[src/design/anrm_pkg.sv]
// ----------------------------------------------------------------------------
// anrm_pkg
// Shared types, constants and field-check functions for the ARP / NDP reply
// matcher.
// ----------------------------------------------------------------------------
package anrm_pkg;

    localparam int MAX_FRAME_BYTES = 2048;
    localparam int POS_W           = $clog2(MAX_FRAME_BYTES);
    localparam int MAC_W           = 48;
    localparam int CFG_IDX_W       = 4;
    localparam int CFG_DATA_W      = 64;

    localparam int ARP_MIN_LEN = 42;
    localparam int NDP_MIN_LEN = 86;

    localparam logic [7:0] ETH_TYPE_HI_ARP = 8'h08;
    localparam logic [7:0] ETH_TYPE_LO_ARP = 8'h06;
    localparam logic [7:0] ARP_OPER_HI     = 8'h00;
    localparam logic [7:0] ARP_OPER_REPLY  = 8'h02;
    localparam logic [7:0] ETH_TYPE_HI_V6  = 8'h86;
    localparam logic [7:0] ETH_TYPE_LO_V6  = 8'hdd;
    localparam logic [7:0] NEXT_HDR_ICMPV6 = 8'd58;
    localparam logic [7:0] ICMPV6_NA       = 8'd136;
    localparam logic [7:0] OPT_TYPE_TLLA   = 8'd2;
    localparam logic [7:0] OPT_LEN_ONE     = 8'd1;

    typedef logic [POS_W-1:0] t_pos;

    typedef enum logic [CFG_IDX_W-1:0] {
        CFG_RESOLVE_MODE     = CFG_IDX_W'(0),
        CFG_OWN_IPV4         = CFG_IDX_W'(1),
        CFG_TARGET_ADDR_HIGH = CFG_IDX_W'(2),
        CFG_TARGET_ADDR_LOW  = CFG_IDX_W'(3)
    } t_cfg_idx;

    typedef struct packed {
        logic        resolve_mode;
        logic [31:0] own_ipv4;
        logic [63:0] target_addr_high;
        logic [63:0] target_addr_low;
    } t_cfg;

    typedef struct packed {
        logic [7:0] frame_byte;
        logic       last_byte;
    } t_byte_item;

    typedef struct packed {
        logic             matched;
        logic [MAC_W-1:0] peer_mac;
    } t_result;

    typedef struct packed {
        logic       check;
        logic [7:0] want;
    } t_expect;

    function automatic logic [7:0] byte_of64(logic [63:0] v, t_pos pos, t_pos first);
        t_pos       d;
        logic [2:0] k;
        d = pos - first;
        k = d[2:0];
        return v[(7 - int'(k)) * 8 +: 8];
    endfunction

    function automatic logic [7:0] byte_of32(logic [31:0] v, t_pos pos, t_pos first);
        t_pos       d;
        logic [1:0] k;
        d = pos - first;
        k = d[1:0];
        return v[(3 - int'(k)) * 8 +: 8];
    endfunction

    function automatic t_expect expected_byte(logic mode, t_pos pos, t_cfg cfg);
        t_expect e;
        e.check = 1'b1;
        e.want  = 8'h00;
        if (!mode) begin
            case (pos) inside
                12:      e.want = ETH_TYPE_HI_ARP;
                13:      e.want = ETH_TYPE_LO_ARP;
                20:      e.want = ARP_OPER_HI;
                21:      e.want = ARP_OPER_REPLY;
                [28:31]: e.want = byte_of32(cfg.target_addr_low[31:0], pos, t_pos'(28));
                [38:41]: e.want = byte_of32(cfg.own_ipv4, pos, t_pos'(38));
                default: e.check = 1'b0;
            endcase
        end else begin
            case (pos) inside
                12:      e.want = ETH_TYPE_HI_V6;
                13:      e.want = ETH_TYPE_LO_V6;
                20:      e.want = NEXT_HDR_ICMPV6;
                54:      e.want = ICMPV6_NA;
                [22:29]: e.want = byte_of64(cfg.target_addr_high, pos, t_pos'(22));
                [30:37]: e.want = byte_of64(cfg.target_addr_low, pos, t_pos'(30));
                [62:69]: e.want = byte_of64(cfg.target_addr_high, pos, t_pos'(62));
                [70:77]: e.want = byte_of64(cfg.target_addr_low, pos, t_pos'(70));
                default: e.check = 1'b0;
            endcase
        end
        return e;
    endfunction

endpackage

[src/design/anrm_byte_if.sv]
// ----------------------------------------------------------------------------
// anrm_byte_if
// Channel that carries one received frame byte per transaction.
// ----------------------------------------------------------------------------
interface anrm_byte_if;
    logic       valid;
    logic       ready;
    logic [7:0] frame_byte;
    logic       last_byte;

    modport source (output valid, output frame_byte, output last_byte, input ready);
    modport sink   (input valid, input frame_byte, input last_byte, output ready);
endinterface

[src/design/anrm_result_if.sv]
// ----------------------------------------------------------------------------
// anrm_result_if
// Channel that carries one match result per frame.
// ----------------------------------------------------------------------------
interface anrm_result_if;
    import anrm_pkg::*;
    logic             valid;
    logic             ready;
    logic             matched;
    logic [MAC_W-1:0] peer_mac;

    modport source (output valid, output matched, output peer_mac, input ready);
    modport sink   (input valid, input matched, input peer_mac, output ready);
endinterface

[src/design/anrm_byte_reg.sv]
// ----------------------------------------------------------------------------
// anrm_byte_reg
// Input register for frame bytes. A byte leaves when the checker takes it;
// a last byte waits until the result register has room.
// ----------------------------------------------------------------------------
module anrm_byte_reg (
    input  logic                  i_clk,
    input  logic                  i_rst_n,
    input  logic                  i_valid,
    input  anrm_pkg::t_byte_item  i_item,
    output logic                  o_ready,
    input  logic                  i_out_free,
    output logic                  o_advance,
    output anrm_pkg::t_byte_item  o_item
);
    import anrm_pkg::*;

    logic       r_valid;
    t_byte_item r_item;

    assign o_advance = r_valid && (!r_item.last_byte || i_out_free);
    assign o_ready   = !r_valid || o_advance;
    assign o_item    = r_item;

    always_ff @(posedge i_clk) begin
        if (!i_rst_n) begin
            r_valid <= 1'b0;
        end else if (o_ready) begin
            r_valid <= i_valid;
        end
    end

    always_ff @(posedge i_clk) begin
        if (o_ready && i_valid) begin
            r_item <= i_item;
        end
    end
endmodule

[src/design/anrm_frame_check.sv]
// ----------------------------------------------------------------------------
// anrm_frame_check
// Per-frame state: byte position, field checks and link address capture.
// Produces the result for the frame when its last byte is taken.
// ----------------------------------------------------------------------------
module anrm_frame_check (
    input  logic                  i_clk,
    input  logic                  i_rst_n,
    input  anrm_pkg::t_cfg        i_cfg,
    input  logic                  i_advance,
    input  anrm_pkg::t_byte_item  i_item,
    output anrm_pkg::t_result     o_result
);
    import anrm_pkg::*;

    t_pos             r_pos;
    logic             r_fields_ok;
    logic [MAC_W-1:0] r_primary_mac;
    logic [MAC_W-1:0] r_option_mac;
    logic             r_opt_hdr_ok;

    t_pos             n_pos;
    logic             n_fields_ok;
    logic [MAC_W-1:0] n_primary_mac;
    logic [MAC_W-1:0] n_option_mac;
    logic             n_opt_hdr_ok;

    t_expect          exp_b;
    logic             mode;
    logic [7:0]       b;
    logic             len_ok;
    logic [MAC_W-1:0] mac;

    always_comb begin
        mode  = i_cfg.resolve_mode;
        b     = i_item.frame_byte;
        exp_b = expected_byte(mode, r_pos, i_cfg);

        n_fields_ok   = r_fields_ok && !(exp_b.check && (exp_b.want != b));
        n_primary_mac = r_primary_mac;
        n_option_mac  = r_option_mac;
        n_opt_hdr_ok  = r_opt_hdr_ok;

        if (!mode) begin
            if (r_pos inside {[22:27]}) begin
                n_primary_mac = {r_primary_mac[MAC_W-9:0], b};
            end
        end else begin
            if (r_pos inside {[6:11]}) begin
                n_primary_mac = {r_primary_mac[MAC_W-9:0], b};
            end
            if (r_pos == t_pos'(78)) begin
                n_opt_hdr_ok = (b == OPT_TYPE_TLLA);
            end
            if (r_pos == t_pos'(79)) begin
                n_opt_hdr_ok = r_opt_hdr_ok && (b == OPT_LEN_ONE);
            end
            if (r_pos inside {[80:85]}) begin
                n_option_mac = {r_option_mac[MAC_W-9:0], b};
            end
        end

        if (r_pos < t_pos'(MAX_FRAME_BYTES - 1)) begin
            n_pos = r_pos + t_pos'(1);
        end else begin
            n_pos = r_pos;
        end

        len_ok = mode ? (r_pos >= t_pos'(NDP_MIN_LEN - 1))
                      : (r_pos >= t_pos'(ARP_MIN_LEN - 1));
        mac    = (mode && n_opt_hdr_ok) ? n_option_mac : n_primary_mac;

        o_result.matched  = n_fields_ok && len_ok;
        o_result.peer_mac = o_result.matched ? mac : '0;
    end

    always_ff @(posedge i_clk) begin
        if (!i_rst_n || (i_advance && i_item.last_byte)) begin
            r_pos         <= '0;
            r_fields_ok   <= 1'b1;
            r_primary_mac <= '0;
            r_option_mac  <= '0;
            r_opt_hdr_ok  <= 1'b0;
        end else if (i_advance) begin
            r_pos         <= n_pos;
            r_fields_ok   <= n_fields_ok;
            r_primary_mac <= n_primary_mac;
            r_option_mac  <= n_option_mac;
            r_opt_hdr_ok  <= n_opt_hdr_ok;
        end
    end
endmodule

[src/design/anrm_result_reg.sv]
// ----------------------------------------------------------------------------
// anrm_result_reg
// Output register holding one result until the sink takes it.
// ----------------------------------------------------------------------------
module anrm_result_reg (
    input  logic               i_clk,
    input  logic               i_rst_n,
    input  logic               i_load,
    input  anrm_pkg::t_result  i_result,
    input  logic               i_ready,
    output logic               o_valid,
    output logic               o_free,
    output anrm_pkg::t_result  o_result
);
    import anrm_pkg::*;

    logic    r_valid;
    t_result r_result;

    assign o_valid  = r_valid;
    assign o_free   = !r_valid || i_ready;
    assign o_result = r_result;

    always_ff @(posedge i_clk) begin
        if (!i_rst_n) begin
            r_valid <= 1'b0;
        end else if (i_load) begin
            r_valid <= 1'b1;
        end else if (i_ready) begin
            r_valid <= 1'b0;
        end
    end

    always_ff @(posedge i_clk) begin
        if (i_load) begin
            r_result <= i_result;
        end
    end
endmodule

[src/design/arp_ndp_reply_matcher.sv]
// The last frame byte goes through the input register into the result register.
// Throughput: one frame byte per cycle, frames back to back, while results flow.
// A last byte waits in the input register only while an older result is stalled.
// Reset (synchronous, active low) clears the configuration registers, the
// per-frame state and both valid flags.
// ----------------------------------------------------------------------------
// arp_ndp_reply_matcher
// Checks received frames for an ARP reply or IPv6 neighbor advertisement that
// answers the pending resolution and returns the resolved link address.
// ----------------------------------------------------------------------------
module arp_ndp_reply_matcher (
    input  logic                                i_clk,
    input  logic                                i_rst_n,
    input  logic                                i_cfg_we,
    input  logic [anrm_pkg::CFG_IDX_W-1:0]      i_cfg_index,
    input  logic [anrm_pkg::CFG_DATA_W-1:0]     i_cfg_data,
    anrm_byte_if.sink                           i_byte_ch,
    anrm_result_if.source                       o_result_ch
);
    import anrm_pkg::*;

    t_cfg       r_cfg;
    t_byte_item in_item;
    t_byte_item chk_item;
    t_result    chk_result;
    t_result    out_result;
    logic       advance;
    logic       out_free;
    logic       in_ready;
    logic       out_valid;

    always_ff @(posedge i_clk) begin
        if (!i_rst_n) begin
            r_cfg <= '0;
        end else if (i_cfg_we) begin
            case (t_cfg_idx'(i_cfg_index))
                CFG_RESOLVE_MODE:     r_cfg.resolve_mode     <= i_cfg_data[0];
                CFG_OWN_IPV4:         r_cfg.own_ipv4         <= i_cfg_data[31:0];
                CFG_TARGET_ADDR_HIGH: r_cfg.target_addr_high <= i_cfg_data;
                CFG_TARGET_ADDR_LOW:  r_cfg.target_addr_low  <= i_cfg_data;
                default: ;
            endcase
        end
    end

    assign in_item.frame_byte = i_byte_ch.frame_byte;
    assign in_item.last_byte  = i_byte_ch.last_byte;
    assign i_byte_ch.ready    = in_ready;

    anrm_byte_reg u_byte_reg (
        .i_clk      (i_clk),
        .i_rst_n    (i_rst_n),
        .i_valid    (i_byte_ch.valid),
        .i_item     (in_item),
        .o_ready    (in_ready),
        .i_out_free (out_free),
        .o_advance  (advance),
        .o_item     (chk_item)
    );

    anrm_frame_check u_frame_check (
        .i_clk     (i_clk),
        .i_rst_n   (i_rst_n),
        .i_cfg     (r_cfg),
        .i_advance (advance),
        .i_item    (chk_item),
        .o_result  (chk_result)
    );

    anrm_result_reg u_result_reg (
        .i_clk    (i_clk),
        .i_rst_n  (i_rst_n),
        .i_load   (advance && chk_item.last_byte),
        .i_result (chk_result),
        .i_ready  (o_result_ch.ready),
        .o_valid  (out_valid),
        .o_free   (out_free),
        .o_result (out_result)
    );

    assign o_result_ch.valid    = out_valid;
    assign o_result_ch.matched  = out_result.matched;
    assign o_result_ch.peer_mac = out_result.peer_mac;
endmodule

[src/flat_wrapper.sv]
// flat-port wrapper written by rule: the top's interface ports become plain ports
module arp_ndp_reply_matcher_flat import anrm_pkg::*;
  (i_clk, i_rst_n, i_cfg_we, i_cfg_index, i_cfg_data, i_byte_ch_valid, i_byte_ch_frame_byte, i_byte_ch_last_byte, i_byte_ch_ready, o_result_ch_valid, o_result_ch_matched, o_result_ch_peer_mac, o_result_ch_ready);
  anrm_byte_if i_byte_ch_i ();
  anrm_result_if o_result_ch_i ();
  input  logic i_clk;
  input  logic i_rst_n;
  input  logic i_cfg_we;
  input  logic [anrm_pkg::CFG_IDX_W-1:0] i_cfg_index;
  input  logic [anrm_pkg::CFG_DATA_W-1:0] i_cfg_data;
  input wire logic [$bits(i_byte_ch_i.valid)-1:0] i_byte_ch_valid;
  input wire logic [$bits(i_byte_ch_i.frame_byte)-1:0] i_byte_ch_frame_byte;
  input wire logic [$bits(i_byte_ch_i.last_byte)-1:0] i_byte_ch_last_byte;
  output wire logic [$bits(i_byte_ch_i.ready)-1:0] i_byte_ch_ready;
  output wire logic [$bits(o_result_ch_i.valid)-1:0] o_result_ch_valid;
  output wire logic [$bits(o_result_ch_i.matched)-1:0] o_result_ch_matched;
  output wire logic [$bits(o_result_ch_i.peer_mac)-1:0] o_result_ch_peer_mac;
  input wire logic [$bits(o_result_ch_i.ready)-1:0] o_result_ch_ready;
  assign i_byte_ch_i.valid = i_byte_ch_valid;
  assign i_byte_ch_i.frame_byte = i_byte_ch_frame_byte;
  assign i_byte_ch_i.last_byte = i_byte_ch_last_byte;
  assign i_byte_ch_ready = i_byte_ch_i.ready;
  assign o_result_ch_valid = o_result_ch_i.valid;
  assign o_result_ch_matched = o_result_ch_i.matched;
  assign o_result_ch_peer_mac = o_result_ch_i.peer_mac;
  assign o_result_ch_i.ready = o_result_ch_ready;
  arp_ndp_reply_matcher u_core (.i_clk(i_clk), .i_rst_n(i_rst_n), .i_cfg_we(i_cfg_we), .i_cfg_index(i_cfg_index), .i_cfg_data(i_cfg_data), .i_byte_ch(i_byte_ch_i), .o_result_ch(o_result_ch_i));
endmodule
[config.mk]
export PLATFORM = sky130hd
export DESIGN_NAME = arp_ndp_reply_matcher_flat
export DESIGN_NICKNAME = d
export VERILOG_FILES = /design/src/design/anrm_pkg.sv /design/src/design/anrm_byte_if.sv /design/src/design/anrm_result_if.sv /design/src/design/anrm_byte_reg.sv /design/src/design/anrm_frame_check.sv /design/src/design/anrm_result_reg.sv /design/src/design/arp_ndp_reply_matcher.sv /design/src/flat_wrapper.sv
export SDC_FILE = /design/constraint.sdc
export NUM_CORES = 1
export LEC_CHECK = 0
export BUFFER_PORTS_ARGS = -buffer_cell sky130_fd_sc_hd__buf_2
export CAP_MARGIN = 20
export CORE_ASPECT_RATIO = 0.7
export CORE_MARGIN = 10
export CORE_UTILIZATION = 55
export CTS_BUF_LIST = sky130_fd_sc_hd__clkbuf_4 sky130_fd_sc_hd__clkbuf_8
export DETAILED_ROUTE_END_ITERATION = 12
export GPL_TIMING_DRIVEN = 0
export PLACE_DENSITY = 0.74
export SLEW_MARGIN = 10
export SYNTH_ARGS = -nofsm -noshare
export SYNTH_HDL_FRONTEND = slang
export SYNTH_SLANG_ARGS = --single-unit
[constraint.sdc]
create_clock -name i_clk -period 13.95 [get_ports i_clk]
set_input_delay 0.6975 -clock i_clk [delete_from_list [all_inputs] [get_ports i_clk]]
set_output_delay 0.6975 -clock i_clk [all_outputs]
set_load 0.005 [all_outputs]
# After elaboration in Yosys (flattened, before gate mapping)
# Cells that the tools add are included.
[word_totals]
register_bits = 330
latchBits = 0
ram_bits = 0
mem_bits_ro = 0
input_bits = 82
output_inout_bits = 51
word_cells = 141
memories = 0
[op_classes]
addsub = 13
mul = 0
div = 0
n_lt_le_gt_ge = 20
n_eq_ne = 13
n_shift = 6
muxes = 41
bitwise_logic = 0
reduce_logical = 33
[op_table]
columns = ["op", "count"]
rows = [
  ["48-bit two-way mux", 6],
  ["64-bit by 7-bit indexed part select with 8-bit output", 4],
  ["8-bit two-way mux", 14],
  ["32-bit by 6-bit indexed part select with 8-bit output", 2],
  ["11-bit by 5-bit greater-or-equal comparator with 1-bit output, second input constant", 3],
  ["11-bit by 6-bit greater-or-equal comparator with 1-bit output, second input constant", 3],
  ["11-bit by 7-bit greater-or-equal comparator with 1-bit output, second input constant", 3],
  ["11-bit by 5-bit less-or-equal comparator with 1-bit output, second input constant", 3],
  ["11-bit by 7-bit less-or-equal comparator with 1-bit output, second input constant", 3],
  ["11-bit by 4-bit == test with 1-bit output, second input constant", 2],
  ["11-bit by 5-bit == test with 1-bit output, second input constant", 2],
  ["11-bit by 7-bit == test with 1-bit output, second input constant", 2],
  ["11-bit by 6-bit less-or-equal comparator with 1-bit output, second input constant", 2],
  ["1-bit two-way mux", 20],
  ["1-bit logical AND", 17],
  ["3-bit by 3-bit subtractor with 4-bit output, first input constant", 4],
  ["3-bit subtractor, second input constant", 4],
  ["11-bit by 1-bit adder with 11-bit output, second input constant", 1],
  ["11-bit by 6-bit == test with 1-bit output, second input constant", 1],
  ["11-bit by 3-bit greater-or-equal comparator with 1-bit output, second input constant", 1],
  ["11-bit by 4-bit less-or-equal comparator with 1-bit output, second input constant", 1],
  ["11-bit less-than comparator, second input constant", 1],
  ["2-bit AND reduction", 5],
  ["9-bit two-way mux", 1],
  ["12 further kinds", 21],
]

# Longest topological paths before layout
[logic_depth]
depth_word = 17
mapped_depth = 18
mapped_depth_nobuf = 11

# Modules after synthesis
# From an unflattened synthesis, not the netlist that was laid out.
[unflattened]
hier_cells = 1714
hier_area_um2 = 16290.6
[modules_own_cells]
columns = ["mod", "n_inst", "cells_each", "area_per_inst_um2", "seq_area_each_um2"]
rows = [
  ["anrm_frame_check", 1, 1049, 8393.0, 2182.1],
  ["arp_ndp_reply_matcher", 1, 596, 6032.0, 3223.1],
  ["anrm_result_reg", 1, 53, 1520.2, 1491.4],
  ["anrm_byte_reg", 1, 16, 345.3, 290.3],
]

# Worst setup path before layout
# No wires, ideal clock.
[synth_path]
path_type = "reg2reg"
start = "reg u_core.u_frame_check.r_pos[1]"
end = "reg u_core.u_result_reg.r_result (netlist bit u_core.u_result_reg.o_result[46]) (data pin)"
setup_ns = 0.185
t_arrival_ns = 4.457
required_time_ns = 13.765
setup_slack_ns = 9.309
stages_incl_launch_ff = 17
n_path_buf = 5
synth_period_minus_slack_ns = 4.641
path_cell_list = "dfxtp_1 > buf_2 > buf_2 > clkbuf_1 > inv_2 > ha_1 > a2111o_1 > a2111oi_0 > a2bb2oi_1 > o211ai_2 > o211ai_1 > mux2_1 > nor3b_2 > a41oi_2 > buf_6 > buf_6 > a2111oi_4"
[synth_between]
elab_chain_cells = 17
elab_cells_between_ends = 98
classes_between = "add/sub: 12; order compare: 19; eq/ne: 8; shift: 6; mux: 39; reduce/logical: 14"
[synth_lines]
columns = ["element", "line_no", "rtl"]
rows = [
  ["from (decl)", "anrm_frame_check.sv:16", "t_pos r_pos;"],
  ["from (signal assigned)", "anrm_frame_check.sv:85", "r_pos <= n_pos;"],
  ["3-bit subtractor", "anrm_pkg.sv:62", "d = pos - first;"],
  ["3-bit by 3-bit subtractor with 4-bit output", "anrm_pkg.sv:64", "return v[(7 - int'(k)) * 8 +: 8];"],
  ["64-bit by 7-bit indexed part select with 8-bit output", "anrm_pkg.sv:64", ""],
  ["8-bit two-way mux (8 in a row)", "anrm_pkg.sv:90", "case (pos) inside"],
  ["9-bit two-way mux", "anrm_pkg.sv:79", "if (!mode) begin"],
  ["8-bit != test", "anrm_frame_check.sv:39", "n_fields_ok = r_fields_ok && !(exp_b.check && (exp_b.want != b));"],
  ["1-bit logical AND", "anrm_frame_check.sv:39", ""],
  ["1-bit zero test", "anrm_frame_check.sv:39", ""],
  ["1-bit logical AND", "anrm_frame_check.sv:39", ""],
  ["1-bit logical AND", "anrm_frame_check.sv:73", "o_result.matched = n_fields_ok && len_ok;"],
  ["to (signal assigned)", "anrm_result_reg.sv:36", "r_result <= i_result;"],
  ["to (decl)", "anrm_result_reg.sv:18", "t_result r_result;"],
]
# Several ways; a longest one is shown, not always the timed one.
# A chain may end at the register's enable or synchronous reset.

# Worst setup path after layout
[layout_path]
start = "reg u_core.u_frame_check.r_pos[1]"
end = "reg u_core.u_result_reg.r_result (netlist bit u_core.u_result_reg.o_result[32]) (data pin)"
# The elaborated chain is that of the path after synthesis.

==> results.md <==
- Status: finished, final reports clean
- Post-CTS setup buffers: 0
- Number of diodes: 0
- Yosys cell types: 76
- Fin. Hold Viols: 0
- CTS sink cnt: 330
- Rows: 52
- DRC Markers: 0
- DIE AREA: 0.0367 sq mm
- Setup violators final: 0
- Setup crit start kind: flop
- Hold Crit Class: input pin to flop
- Minimum clock period: 6.38 ns
- Mapped cell area: 0.0161 sq mm
- Number of CTS-inserted buffers: 51
- Syn avg cell area: 9.27 sq um
- Synth async-reset ratio: 0
- Layout net count: around 2000
- Compound-gate portion of the synthesized area: 0.214
- Synth area leaders: dfxtp_1 34%, nand2_1 11%, edfxtp_1 11%
- Yosys warning count: 0
- Sequential area share after synthesis: 0.446
- Post-synth EDFFs: 58
- Drt total wl: 55.1 mm
- Setup TNS: 0 ns
- Resize count post-CTS: 0
- Worst-Skew Late Latency: ~0.61 ns
- Post-synth top area cell: dfxtp_1
- TritonRoute pass-1 iters: 6
- Fin crit share: 0.457
- RSZ-0062 raised after global routing: no
- F_max: 157 MHz
- Synthesis-stage register bit count: 330
- Crit Path Category: flop to flop
- Clock Path Buffers: 3
- Detailed-route via count: 14500
- Vias in the first global route: 13500
- CP max FO: 13
- GR Util All Layers: 0.294
- Most common cell in the netlist: nand2_1
- Post-synthesis xor/xnor area fraction: 0.00597
- Largest family of logic cells by synthesized area: compound AO/OA/AOI/OAI gates
- Maximum vdd ir drop: 0.0000865 V
- Crit path largest cell delay: approximately 0.62 ns
- Share of layout cells above drive strength 1: 0.180
- P per Cell Area: 109 mW/mm^2
- Pins over their slew limit: 0
- Simple-gate share of the synthesized area: 0.186
- Vias/cell: 6.17
- Largest net degree at the start of global routing: 28
- H-tree levels: 2
- Leak pwr: 5.97 nW
- Mux cell area share after synthesis: 0.103
- Gr ovfl total: 0
- Register clock-pin slew on the reported worst setup and hold paths: 0.07 ns
- Core ar.: 0.0289 sq mm
- Cell mode on critical path: buf_2
- Worst-Margin Slew: 1.14 ns
- Die height: 163 microns
- Critical path's slowest cell: clkbuf_1
- Iter 0 DRT Violations: 1799
- Crit-path cells: buf_2 > buf_2 > clkbuf_1 > inv_2 > ha_1 > clkbuf_1 > buf_1 > mux4_2 > mux2i_1 > o221ai_1 > mux2_1 > a211oi_2 > a41oi_2 > buf_2 > a2111oi_2
- Initial antenna violation count: 1
- CTS tree: done
- Buffers & Inverters on Critical Path: 7
- Mapped Nets: ~1800
- # hold bufs at CTS: 0
- Post-route core utilization: 0.637
- MaxCap Viol Count: 0
- First-pass GRT wire length: 82.1 mm
- Final HPWL DP: 42.0 mm
- Post-Synth Adder-Cell Area: 0.00698
- Synth top area share: 0.338
- Starting Density: 0.558
- Number of I/O port buffers: 132
- Critical Path AT: 6.77 ns
- Die X: 225 microns
- Top post-synthesis cells by count: 478 x nand2_1, 272 x dfxtp_1, 167 x a21boi_0
- Main synth FF type: dfxtp_1
- Drt wl/cell: 23.5 microns
- WP data required: 14.34 ns
- Top Ports: 133
- Post-route ant nets: 0
- Synthesized instance count: 1739
- Clock Skew: 0.0260 ns
- Final Hold Slack: 0.261 ns
- CP top delay family: buffers and inverters
- Rel. slew slack: 0.239
- Routability cong.: between 0.9 and 1
- Worst setup EP type: flop
- Layout overhead on the synthesized area: 14.2%
- Root buffer cell: clkbuf_8
==> power by group <==
part	internal [W]	switching [W]	leakage (nW)
sequential	0.000987	0.0000181	2.71
clock	0.000483	0.000399	0.591
combinational	0.0000451	0.0000805	2.66
total	0.00152	0.000497	5.97
==> cell usage in the layout (no fill, tap or decap), drive strengths merged, types with 48 or more instances in the layout <==
master,instances
a21oi,81
mux4,48
nor2b,48
a211oi,84
buf,166
edfxtp,58
nand2,478
mux2i,51
nor2,67
clkbuf,197
dfxtp,272
a21boi,168
==> path summary, 6_finish.rpt <==
path | start | to | slack (ns) | cells past startpoint
setup / recovery | u_core.u_frame_check.r_pos[1] | u_core.u_result_reg.o_result[32] | 7.57 | 15
hold / removal | i_byte_ch_frame_byte[2] | u_core.u_byte_reg.o_item[3] | 0.26 | 1
hold reg to reg | u_core.u_frame_check.r_option_mac[40] | u_core.u_frame_check.r_option_mac[40] | 0.45 | 2
setup reg to reg | u_core.u_frame_check.r_pos[1] | u_core.u_result_reg.o_result[32] | 7.57 | 15
==> registers in the layout, indices dropped and copies added, names as in the netlist <==
name	flops
u_core.r_cfg	161
u_core.u_result_reg.o_result	49
u_core.u_frame_check.r_primary_mac	48
u_core.u_result_reg.o_valid	1
u_core.u_frame_check.r_opt_hdr_ok	1
u_core.u_byte_reg.o_item	9
u_core.u_byte_reg.r_valid	1
u_core.u_frame_check.r_fields_ok	1
u_core.u_frame_check.r_pos	11
u_core.u_frame_check.r_option_mac	48
==> layout make-up <==
class	instances	area (sq um)
fill	2525	10500
clock buffer	82	1020
multi-input combinational	1254	8320
tap	378	473
inverter	8	30.0
clock inverter	13	91.3
sequential	330	7190
buffer	147	593
timing repair buffer	134	696
==> layer usage <==
metal | vias up | share of wire | wire (microns) | GRT usage
met3 | 62 | 0.14 | 7960 | 0.112
li1 | 6588 | - | - | -
met1 | 7015 | 0.44 | 24500 | 0.437
met2 | 815 | 0.40 | 22000 | 0.391
met4 | 0 | 0.013 | 739 | 0.0595
met5 | - | 0 | 0 | 0
==> kinds of logic after synthesis <==
family,count (synthesis)
fa+ha+maj,9
buf+inv,155
simple gates,690
mux,105
flops,330
compound gates,439
xor+xnor,11
==> metrics by stage <==
stage / setup slack (ns) / area [sq um] / instances / power, W
2_1_floorplan: 9.31 / 16100 / 1739 / 0.00109
3_5_place_dp: 7.73 / 17300 / 2251 / 0.00115
6_report: 7.57 / 18400 / 2346 / 0.00201
3_3_place_gp: 7.77 / 17300 / 2249 / 0.00114
4_1_cts: 7.70 / 18400 / 2346 / 0.00201
5_1_grt: 7.26 / 18400 / 2346 / 0.00208
(Power assumes the default switching activity.)
